<file path="src/rtl/iear_pkg.sv">
package iear_pkg;

  // Operation codes carried in the input tuser field.
  typedef enum logic [2:0] {
    OP_MINGLE = 3'd0,
    OP_SELECT = 3'd1,
    OP_AND16  = 3'd2,
    OP_OR16   = 3'd3,
    OP_XOR16  = 3'd4,
    OP_AND32  = 3'd5,
    OP_OR32   = 3'd6,
    OP_XOR32  = 3'd7
  } op_t;

  localparam int unsigned WORD_W  = 32;
  localparam int unsigned HALF_W  = 16;
  localparam int unsigned BYTE_W  = 8;
  localparam int unsigned NBYTES  = WORD_W / BYTE_W;
  localparam int unsigned BCNT_W  = 4;
  localparam int unsigned HCNT_W  = 5;

  // Input beat payload as seen by the first stage.
  typedef struct packed {
    op_t               op;
    logic [WORD_W-1:0] left_operand;
    logic [WORD_W-1:0] right_operand;
  } in_beat_t;

  // After stage 1: select bits compressed within each byte, other ops done.
  typedef struct packed {
    logic                                is_sel;
    logic [WORD_W-1:0]                   other;
    logic [NBYTES-1:0][BYTE_W-1:0]       bc;
    logic [NBYTES-1:0][BCNT_W-1:0]       cnt;
  } s1_t;

  // After stage 2: select bits compressed within each half word.
  typedef struct packed {
    logic              is_sel;
    logic [WORD_W-1:0] other;
    logic [HALF_W-1:0] hw_lo;
    logic [HALF_W-1:0] hw_hi;
    logic [HCNT_W-1:0] cnt_lo;
  } s2_t;

endpackage

</file>
<file path="src/rtl/interleave_extract_rotate_logic_alu.sv">
// Bit-manipulation ALU: mingle (bit interleave), select (parallel bit
// extract) and rotate-and-combine AND, OR and XOR at 16 and 32 bits.
//
// Input channel: one beat per operation. in_tuser carries the op code,
// in_tdata carries left_operand in bits 31:0 and right_operand in 63:32.
// Output channel: one beat per input beat, in order; out_tdata is result.
//
// A beat accepted into the stage 1 register passes the stage 2 register
// and shows on out_tvalid from the output register. The pipeline has three
// register stages (byte compress, half-word merge, word merge and output
// register) and takes one beat every cycle while out_tready is high.
//
// Reset clears every stage valid bit; no beat is in flight afterwards.
// When the receiver holds out_tready low, the output register holds its
// beat and each stage keeps its content; empty stages still fill, so up
// to three beats are held before in_tready drops.
module interleave_extract_rotate_logic_alu (
  input  logic        clk,
  input  logic        rst_n,
  input  logic        in_tvalid,
  output logic        in_tready,
  input  logic [63:0] in_tdata,   // left_operand[31:0], right_operand[63:32]
  input  logic [2:0]  in_tuser,   // op[2:0]
  output logic        out_tvalid,
  input  logic        out_tready,
  output logic [31:0] out_tdata   // result[31:0]
);

  iear_pkg::in_beat_t in_beat;
  iear_pkg::s1_t      s1_data;
  iear_pkg::s2_t      s2_data;
  logic               s1_valid;
  logic               s2_valid;
  logic               s2_ready;
  logic               s3_ready;

  // Unpack the input beat.
  assign in_beat.op            = iear_pkg::op_t'(in_tuser);
  assign in_beat.left_operand  = in_tdata[31:0];
  assign in_beat.right_operand = in_tdata[63:32];

  iear_stage1 u_stage1 (
    .clk     (clk),
    .rst_n   (rst_n),
    .valid_i (in_tvalid),
    .data_i  (in_beat),
    .ready_o (in_tready),
    .valid_o (s1_valid),
    .data_o  (s1_data),
    .ready_i (s2_ready)
  );

  iear_stage2 u_stage2 (
    .clk     (clk),
    .rst_n   (rst_n),
    .valid_i (s1_valid),
    .data_i  (s1_data),
    .ready_o (s2_ready),
    .valid_o (s2_valid),
    .data_o  (s2_data),
    .ready_i (s3_ready)
  );

  iear_stage3 u_stage3 (
    .clk      (clk),
    .rst_n    (rst_n),
    .valid_i  (s2_valid),
    .data_i   (s2_data),
    .ready_o  (s3_ready),
    .valid_o  (out_tvalid),
    .result_o (out_tdata),
    .ready_i  (out_tready)
  );

  // An empty output register means no stage can be blocked.
  a_ready_when_drained: assert property (@(posedge clk) disable iff (!rst_n)
    !out_tvalid |-> in_tready)
    else $error("input stalled while output register is empty");

  // A blocked first stage keeps its beat unchanged.
  a_s1_hold: assert property (@(posedge clk) disable iff (!rst_n)
    (s1_valid && !s2_ready) |=> (s1_valid && $stable(s1_data)))
    else $error("stage 1 lost or changed a blocked beat");

  // A blocked second stage keeps its beat unchanged.
  a_s2_hold: assert property (@(posedge clk) disable iff (!rst_n)
    (s2_valid && !s3_ready) |=> (s2_valid && $stable(s2_data)))
    else $error("stage 2 lost or changed a blocked beat");

  // A taken output with nothing behind it leaves the output empty.
  a_no_repeat: assert property (@(posedge clk) disable iff (!rst_n)
    (out_tvalid && out_tready && !s2_valid) |=> !out_tvalid)
    else $error("output beat repeated");

endmodule

</file>
<file path="src/rtl/iear_stage1.sv">
module iear_stage1 (
  input  logic             clk,
  input  logic             rst_n,
  input  logic             valid_i,
  input  iear_pkg::in_beat_t data_i,
  output logic             ready_o,
  output logic             valid_o,
  output iear_pkg::s1_t    data_o,
  input  logic             ready_i
);

  logic          valid_r;
  iear_pkg::s1_t data_r;
  iear_pkg::s1_t data_nxt;

  logic [iear_pkg::WORD_W-1:0] a;
  logic [iear_pkg::WORD_W-1:0] b;
  logic [iear_pkg::HALF_W-1:0] a16;
  logic [iear_pkg::HALF_W-1:0] rot16;
  logic [iear_pkg::WORD_W-1:0] rot32;
  logic [iear_pkg::WORD_W-1:0] mingle;

  // Gather the value bits under the mask within one byte, lowest first.
  function automatic logic [iear_pkg::BYTE_W-1:0] compress_byte(
    input logic [iear_pkg::BYTE_W-1:0] v,
    input logic [iear_pkg::BYTE_W-1:0] m
  );
    logic [iear_pkg::BYTE_W-1:0] r;
    logic [iear_pkg::BCNT_W-1:0] pos;
    r   = '0;
    pos = '0;
    for (int k = 0; k < iear_pkg::BYTE_W; k++) begin
      if (m[k]) begin
        r[pos[2:0]] = v[k];
        pos = pos + 1'b1;
      end
    end
    return r;
  endfunction

  assign a     = data_i.left_operand;
  assign b     = data_i.right_operand;
  assign a16   = a[iear_pkg::HALF_W-1:0];
  assign rot16 = {a16[0], a16[iear_pkg::HALF_W-1:1]};
  assign rot32 = {a[0], a[iear_pkg::WORD_W-1:1]};

  // Interleave: left operand on odd bits, right operand on even bits.
  always_comb begin
    mingle = '0;
    for (int i = 0; i < iear_pkg::HALF_W; i++) begin
      mingle[2*i+1] = a[i];
      mingle[2*i]   = b[i];
    end
  end

  // Byte-level compress for select, and the full result for every other op.
  always_comb begin
    data_nxt.is_sel = (data_i.op == iear_pkg::OP_SELECT);
    for (int j = 0; j < iear_pkg::NBYTES; j++) begin
      data_nxt.bc[j]  = compress_byte(a[j*iear_pkg::BYTE_W +: iear_pkg::BYTE_W],
                                      b[j*iear_pkg::BYTE_W +: iear_pkg::BYTE_W]);
      data_nxt.cnt[j] = iear_pkg::BCNT_W'($countones(b[j*iear_pkg::BYTE_W +:
                                                        iear_pkg::BYTE_W]));
    end
    unique case (data_i.op)
      iear_pkg::OP_MINGLE: data_nxt.other = mingle;
      iear_pkg::OP_SELECT: data_nxt.other = '0;
      iear_pkg::OP_AND16:  data_nxt.other = {16'h0000, rot16 & a16};
      iear_pkg::OP_OR16:   data_nxt.other = {16'h0000, rot16 | a16};
      iear_pkg::OP_XOR16:  data_nxt.other = {16'h0000, rot16 ^ a16};
      iear_pkg::OP_AND32:  data_nxt.other = rot32 & a;
      iear_pkg::OP_OR32:   data_nxt.other = rot32 | a;
      iear_pkg::OP_XOR32:  data_nxt.other = rot32 ^ a;
      default:             data_nxt.other = '0;
    endcase
  end

  // The stage takes a beat when empty or when its content moves on.
  assign ready_o = !valid_r || ready_i;

  always_ff @(posedge clk) begin
    if (!rst_n) begin
      valid_r <= 1'b0;
    end else if (ready_o) begin
      valid_r <= valid_i;
    end
  end

  always_ff @(posedge clk) begin
    if (ready_o && valid_i) begin
      data_r <= data_nxt;
    end
  end

  assign valid_o = valid_r;
  assign data_o  = data_r;

endmodule

</file>
<file path="src/rtl/iear_stage2.sv">
module iear_stage2 (
  input  logic          clk,
  input  logic          rst_n,
  input  logic          valid_i,
  input  iear_pkg::s1_t data_i,
  output logic          ready_o,
  output logic          valid_o,
  output iear_pkg::s2_t data_o,
  input  logic          ready_i
);

  logic          valid_r;
  iear_pkg::s2_t data_r;
  iear_pkg::s2_t data_nxt;

  // Merge byte pairs: the upper byte's bits land just above the lower byte's.
  always_comb begin
    data_nxt.is_sel = data_i.is_sel;
    data_nxt.other  = data_i.other;
    data_nxt.hw_lo  = {8'h00, data_i.bc[0]} | ({8'h00, data_i.bc[1]} << data_i.cnt[0]);
    data_nxt.hw_hi  = {8'h00, data_i.bc[2]} | ({8'h00, data_i.bc[3]} << data_i.cnt[2]);
    data_nxt.cnt_lo = {1'b0, data_i.cnt[0]} + {1'b0, data_i.cnt[1]};
  end

  assign ready_o = !valid_r || ready_i;

  always_ff @(posedge clk) begin
    if (!rst_n) begin
      valid_r <= 1'b0;
    end else if (ready_o) begin
      valid_r <= valid_i;
    end
  end

  always_ff @(posedge clk) begin
    if (ready_o && valid_i) begin
      data_r <= data_nxt;
    end
  end

  assign valid_o = valid_r;
  assign data_o  = data_r;

endmodule

</file>
<file path="src/rtl/iear_stage3.sv">
module iear_stage3 (
  input  logic                        clk,
  input  logic                        rst_n,
  input  logic                        valid_i,
  input  iear_pkg::s2_t               data_i,
  output logic                        ready_o,
  output logic                        valid_o,
  output logic [iear_pkg::WORD_W-1:0] result_o,
  input  logic                        ready_i
);

  logic                        valid_r;
  logic [iear_pkg::WORD_W-1:0] result_r;
  logic [iear_pkg::WORD_W-1:0] result_nxt;
  logic [iear_pkg::WORD_W-1:0] sel_word;

  // Merge the half words, then pick select or the precomputed result.
  assign sel_word   = {16'h0000, data_i.hw_lo} | ({16'h0000, data_i.hw_hi} << data_i.cnt_lo);
  assign result_nxt = data_i.is_sel ? sel_word : data_i.other;

  assign ready_o = !valid_r || ready_i;

  always_ff @(posedge clk) begin
    if (!rst_n) begin
      valid_r <= 1'b0;
    end else if (ready_o) begin
      valid_r <= valid_i;
    end
  end

  always_ff @(posedge clk) begin
    if (ready_o && valid_i) begin
      result_r <= result_nxt;
    end
  end

  assign valid_o  = valid_r;
  assign result_o = result_r;

endmodule
</file>
<file path="config.mk">
export PLATFORM = sky130hd
export DESIGN_NAME = interleave_extract_rotate_logic_alu
export DESIGN_NICKNAME = d
export VERILOG_FILES = /design/src/rtl/iear_pkg.sv /design/src/rtl/interleave_extract_rotate_logic_alu.sv /design/src/rtl/iear_stage1.sv /design/src/rtl/iear_stage2.sv /design/src/rtl/iear_stage3.sv
export SDC_FILE = /design/constraint.sdc
export NUM_CORES = 1
export LEC_CHECK = 0
export ABC_CLOCK_PERIOD_IN_PS = 5900
export BUFFER_PORTS_ARGS = -buffer_cell sky130_fd_sc_hd__buf_2
export CORE_ASPECT_RATIO = 1.25
export CORE_MARGIN = 2
export CORE_UTILIZATION = 43
export CTS_CLUSTER_DIAMETER = 80
export CTS_CLUSTER_SIZE = 14
export DETAILED_ROUTE_END_ITERATION = 6
export PLACE_DENSITY_LB_ADDON = 0.08
export SLEW_MARGIN = 20
export SYNTH_ARGS = -nofsm -noshare
export SYNTH_HDL_FRONTEND = slang
export SYNTH_SLANG_ARGS = --single-unit
</file>
<file path="constraint.sdc">
create_clock -name clk -period 5.9 [get_ports clk]
set_clock_uncertainty 0.1 [all_clocks]
set_input_delay 0 -clock clk [delete_from_list [all_inputs] [get_ports clk]]
set_output_delay 0 -clock clk [all_outputs]
set_load 0.005 [all_outputs]
</file>
==> out/metrics.yaml <==
cts:
  clock_tree.buffer_depth: 2
  cts.sink_count: 182
  cts_buffers: 17
  cts_max_level: 4
  clk_root_buf: "sky130_fd_sc_hd__clkbuf_16"
  cts_tree: "yes"
  insertion_delay_ps: 440
  post-cts-setup-buffer-count: 0
  clkSlewWorstSetupHoldPaths_ps: 70
  ctsResizeCount: 0
timing:
  period_needed_ps: 4830
  timing_worst_slew_pin_value_ps: 1060
  final.setup.tns_ps: 0
  timing.final.crit_share_pct: 81.8
  slew_viol_final: 0
  finalHoldViolations: 0
  slew_headroom_pct: 29.0
  max_freq_mhz: 207
  finalSetupViolCount: 0
  timing.hold.ws_ps: 3.56
  setup_repair_after_global_routing_missed_its_margin: "false"
logic_synthesis:
  synth-warning-count: 0
  synthDominantAreaCellType: "sky130_fd_sc_hd__edfxtp_1"
  netlist_area_um2: 16000
  yosysMostFrequentCell: "sky130_fd_sc_hd__edfxtp_1"
  synth.top_cell.area_share_pct: 33.6
  synth_flop_cell: "sky130_fd_sc_hd__edfxtp_1"
  number_of_flops_mapped_to_enable_cells_by_yosys: 179
  ys_seq_elements: 182
  syn_avg_cell_area_um2: 9.31
  synth_top_cells_by_count: "sky130_fd_sc_hd__edfxtp_1, sky130_fd_sc_hd__nand2_1, sky130_fd_sc_hd__nor2_1"
  synthesis.instances: 1718
  proportion_of_synthesized_chip_area_in_sequential_cells_pct: 34.0
  synthesized_nets: 1931
  unique_masters_post_synth: 92
  synth-async-reset-ratio_pct: 0
  synth.top_cells.by_area: "sky130_fd_sc_hd__edfxtp_1, sky130_fd_sc_hd__ha_1, sky130_fd_sc_hd__mux2i_1"
detailed_routing:
  route.detailed.wl_per_inst_um: 19.6
  drc: 0
  firstDrtPassIters: 6
  postRouteAntennaNets: 0
  post_drt_via_cell_ratio: 5.80
  postRouteWirelength_mm: 44.6
  detailedRoute.firstIterationViolations: 953
  routed-via-count: 13200
grt:
  global_route.overflow_total: 0
  grt_pass1_wl_mm: 71.0
  antenna_found_initial: 2
  grt_pass1_vias: 12800
  grt_util_all_layers_pct: 23.4
  maximum_number_of_pins_on_one_net_before_global_route_repair: 78
die:
  std_cell_rows: 79
  ios: 105
  initial_cell_density_of_the_core_pct: 43.3
  floorplan.die_area_um2: 38800
  floorplan_die_height_um: 220
  floorplan.core_area_um2: 37000
  die_wd_um: 177
placed_design:
  placed_cell_area_um2: 16900
  gp_routability_congestion: 0.919
  portBuffers: 104
  dp_hpwl_mm: 34.8
power_and_ir_drop:
  power_switching_share_pct: 38.0
  peakVddDrop_v: 0.000201
  power_density_nw_per_um2: 280
  p_int_mw: 3.06
  power.combinational.fraction_pct: 40.4
  switching_power_mw: 1.88
  power.leakage_nw: 7.10
  clkPwrFrac_pct: 22.8
  power.sequential.fraction_pct: 36.9
setup_path:
  path_max_fanout: 13
  startpoint_type: "primary input"
  worst-setup-path-type: "in2reg"
  worstSetupEndpointType: "flip-flop"
  arrival_ps: 4920
  critical_path_required_ps: 6000
flow_run:
  drv_cap: 0
cells_and_area:
  final_area_um2: 17600
  fill_cells: 3569
  area_delta_synth_final_pct: 10.1
  layout.nets: 1990
  layout-drive-gt1-share_pct: 13.4
status:
  status: "complete, no violations"
hold_path:
  hold_path.class: "in2reg"
==> cell type report <==
class | instances | area, µm² | area share [%]
antenna | 1 | 2.50 | 0.0142
clock buffer | 18 | 429 | 2.44
multi-input combinational | 1348 | 9850 | 55.9
clock inverter | 14 | 153 | 0.866
inverter | 94 | 353 | 2.00
tap | 486 | 608 | 3.45
sequential | 182 | 5440 | 30.9
timing repair buffer | 134 | 791 | 4.49
==> cell usage in the layout, fill, tap and decap left out, types with 9 or more instances in the layout <==
cell	n
sky130_fd_sc_hd__a211oi_1	15
sky130_fd_sc_hd__a21o_1	14
sky130_fd_sc_hd__a21oi_1	106
sky130_fd_sc_hd__a22o_1	18
sky130_fd_sc_hd__a22oi_1	19
sky130_fd_sc_hd__a31oi_1	11
sky130_fd_sc_hd__and2_1	16
sky130_fd_sc_hd__and3_1	14
sky130_fd_sc_hd__buf_2	104
sky130_fd_sc_hd__buf_4	12
sky130_fd_sc_hd__clkbuf_16	17
sky130_fd_sc_hd__dlygate4sd3_1	18
sky130_fd_sc_hd__edfxtp_1	179
sky130_fd_sc_hd__fa_1	17
sky130_fd_sc_hd__ha_1	125
sky130_fd_sc_hd__inv_1	85
sky130_fd_sc_hd__mux2_2	43
sky130_fd_sc_hd__mux2i_1	71
sky130_fd_sc_hd__nand2_1	174
sky130_fd_sc_hd__nand2b_1	40
sky130_fd_sc_hd__nand3_1	46
sky130_fd_sc_hd__nand4_1	20
sky130_fd_sc_hd__nor2_1	144
sky130_fd_sc_hd__nor2b_1	24
sky130_fd_sc_hd__nor3_1	36
sky130_fd_sc_hd__o211ai_1	24
sky130_fd_sc_hd__o21ai_0	92
sky130_fd_sc_hd__o21ai_1	9
sky130_fd_sc_hd__o22ai_1	42
sky130_fd_sc_hd__o311ai_0	10
sky130_fd_sc_hd__o31ai_1	9
sky130_fd_sc_hd__o32ai_1	11
sky130_fd_sc_hd__xnor2_1	21
sky130_fd_sc_hd__xor2_1	9
==> path summary, 6_finish.rpt <==
path                        from               endpoint  slack [ps]  cells after the start
max                 in_tdata[40]    u_stage1.data_o[25]        1070                     23
min                 in_tdata[13]    u_stage1.data_o[75]           4                      2
max reg2reg   u_stage2.data_o[0]  u_stage3.result_o[15]        2940                      7
min reg2reg  u_stage1.data_o[80]    u_stage2.data_o[69]         320                      0
==> repair_timing <==
item	4_1_cts	5_1_grt
setup endpoints to repair	0	0
hold buffers	18	0
endpoints found under the hold margin	32	0
==> layer usage <==
layer  vias up  part of all wire, %  GRT usage [%]
li1       6513                    -              -
met2       358                   49           40.6
met1      6273                   44           30.5
met3        64                  4.6           2.85
met4         4                  2.4           7.33
met5         -                0.031              0
==> logic make-up after synthesis <==
logic type,synth area share [%]
simple gates,16.8
compound gates,19.5
buf+inv,4.68
flops,34.0
fa+ha+maj,11.9
mux,8.66
xor+xnor,4.50
==> sequential cells by signal (all words and copies together), names as in the netlist <==
name,count
u_stage1.data_o,77
u_stage2.data_o,70
u_stage2.valid_o,1
u_stage3.result_o,32
u_stage1.valid_o,1
u_stage3.valid_o,1
==> power groups by stage <==
stage	sequential, mW	combinational (mW)	clock [mW]
5_1_grt	1.85	2.24	1.19
4_1_cts	1.82	1.99	1.15
2_1_floorplan	1.73	1.54	0
6_report	1.82	1.99	1.12
3_5_place_dp	1.85	1.97	0
3_3_place_gp	1.85	1.96	0
==> stage by stage <==
step | setup slack [ps] | utilization [%] | cells | power, mW
4_1_cts | 1110 | 47.6 | 2276 | 4.96
3_5_place_dp | 996 | 45.6 | 2226 | 3.82
6_report | 1070 | 47.7 | 2277 | 4.94
5_1_grt | 647 | 47.6 | 2276 | 5.27
2_1_floorplan | 692 | - | 1718 | 3.27
3_3_place_gp | 1170 | 45.6 | 2226 | 3.81
==> critical path, cell delays in order <==
cell	delay, ps
sky130_fd_sc_hd__dlygate4sd3_1	520
sky130_fd_sc_hd__buf_2	190
sky130_fd_sc_hd__inv_1	110
sky130_fd_sc_hd__fa_1	540
sky130_fd_sc_hd__buf_4	190
sky130_fd_sc_hd__inv_1	80
sky130_fd_sc_hd__ha_1	300
sky130_fd_sc_hd__nor2b_1	150
sky130_fd_sc_hd__a31o_2	170
sky130_fd_sc_hd__inv_1	80
sky130_fd_sc_hd__ha_1	320
sky130_fd_sc_hd__nand2_1	130
sky130_fd_sc_hd__o21ai_0	150
sky130_fd_sc_hd__ha_1	330
sky130_fd_sc_hd__nand2_1	60
sky130_fd_sc_hd__o221ai_1	260
sky130_fd_sc_hd__ha_1	360
sky130_fd_sc_hd__mux2_2	270
sky130_fd_sc_hd__nor2b_1	120
sky130_fd_sc_hd__a41oi_1	80
sky130_fd_sc_hd__nor2_2	180
sky130_fd_sc_hd__nor3_1	60
sky130_fd_sc_hd__a221o_1	260
Power figures use the tool's default switching activity.
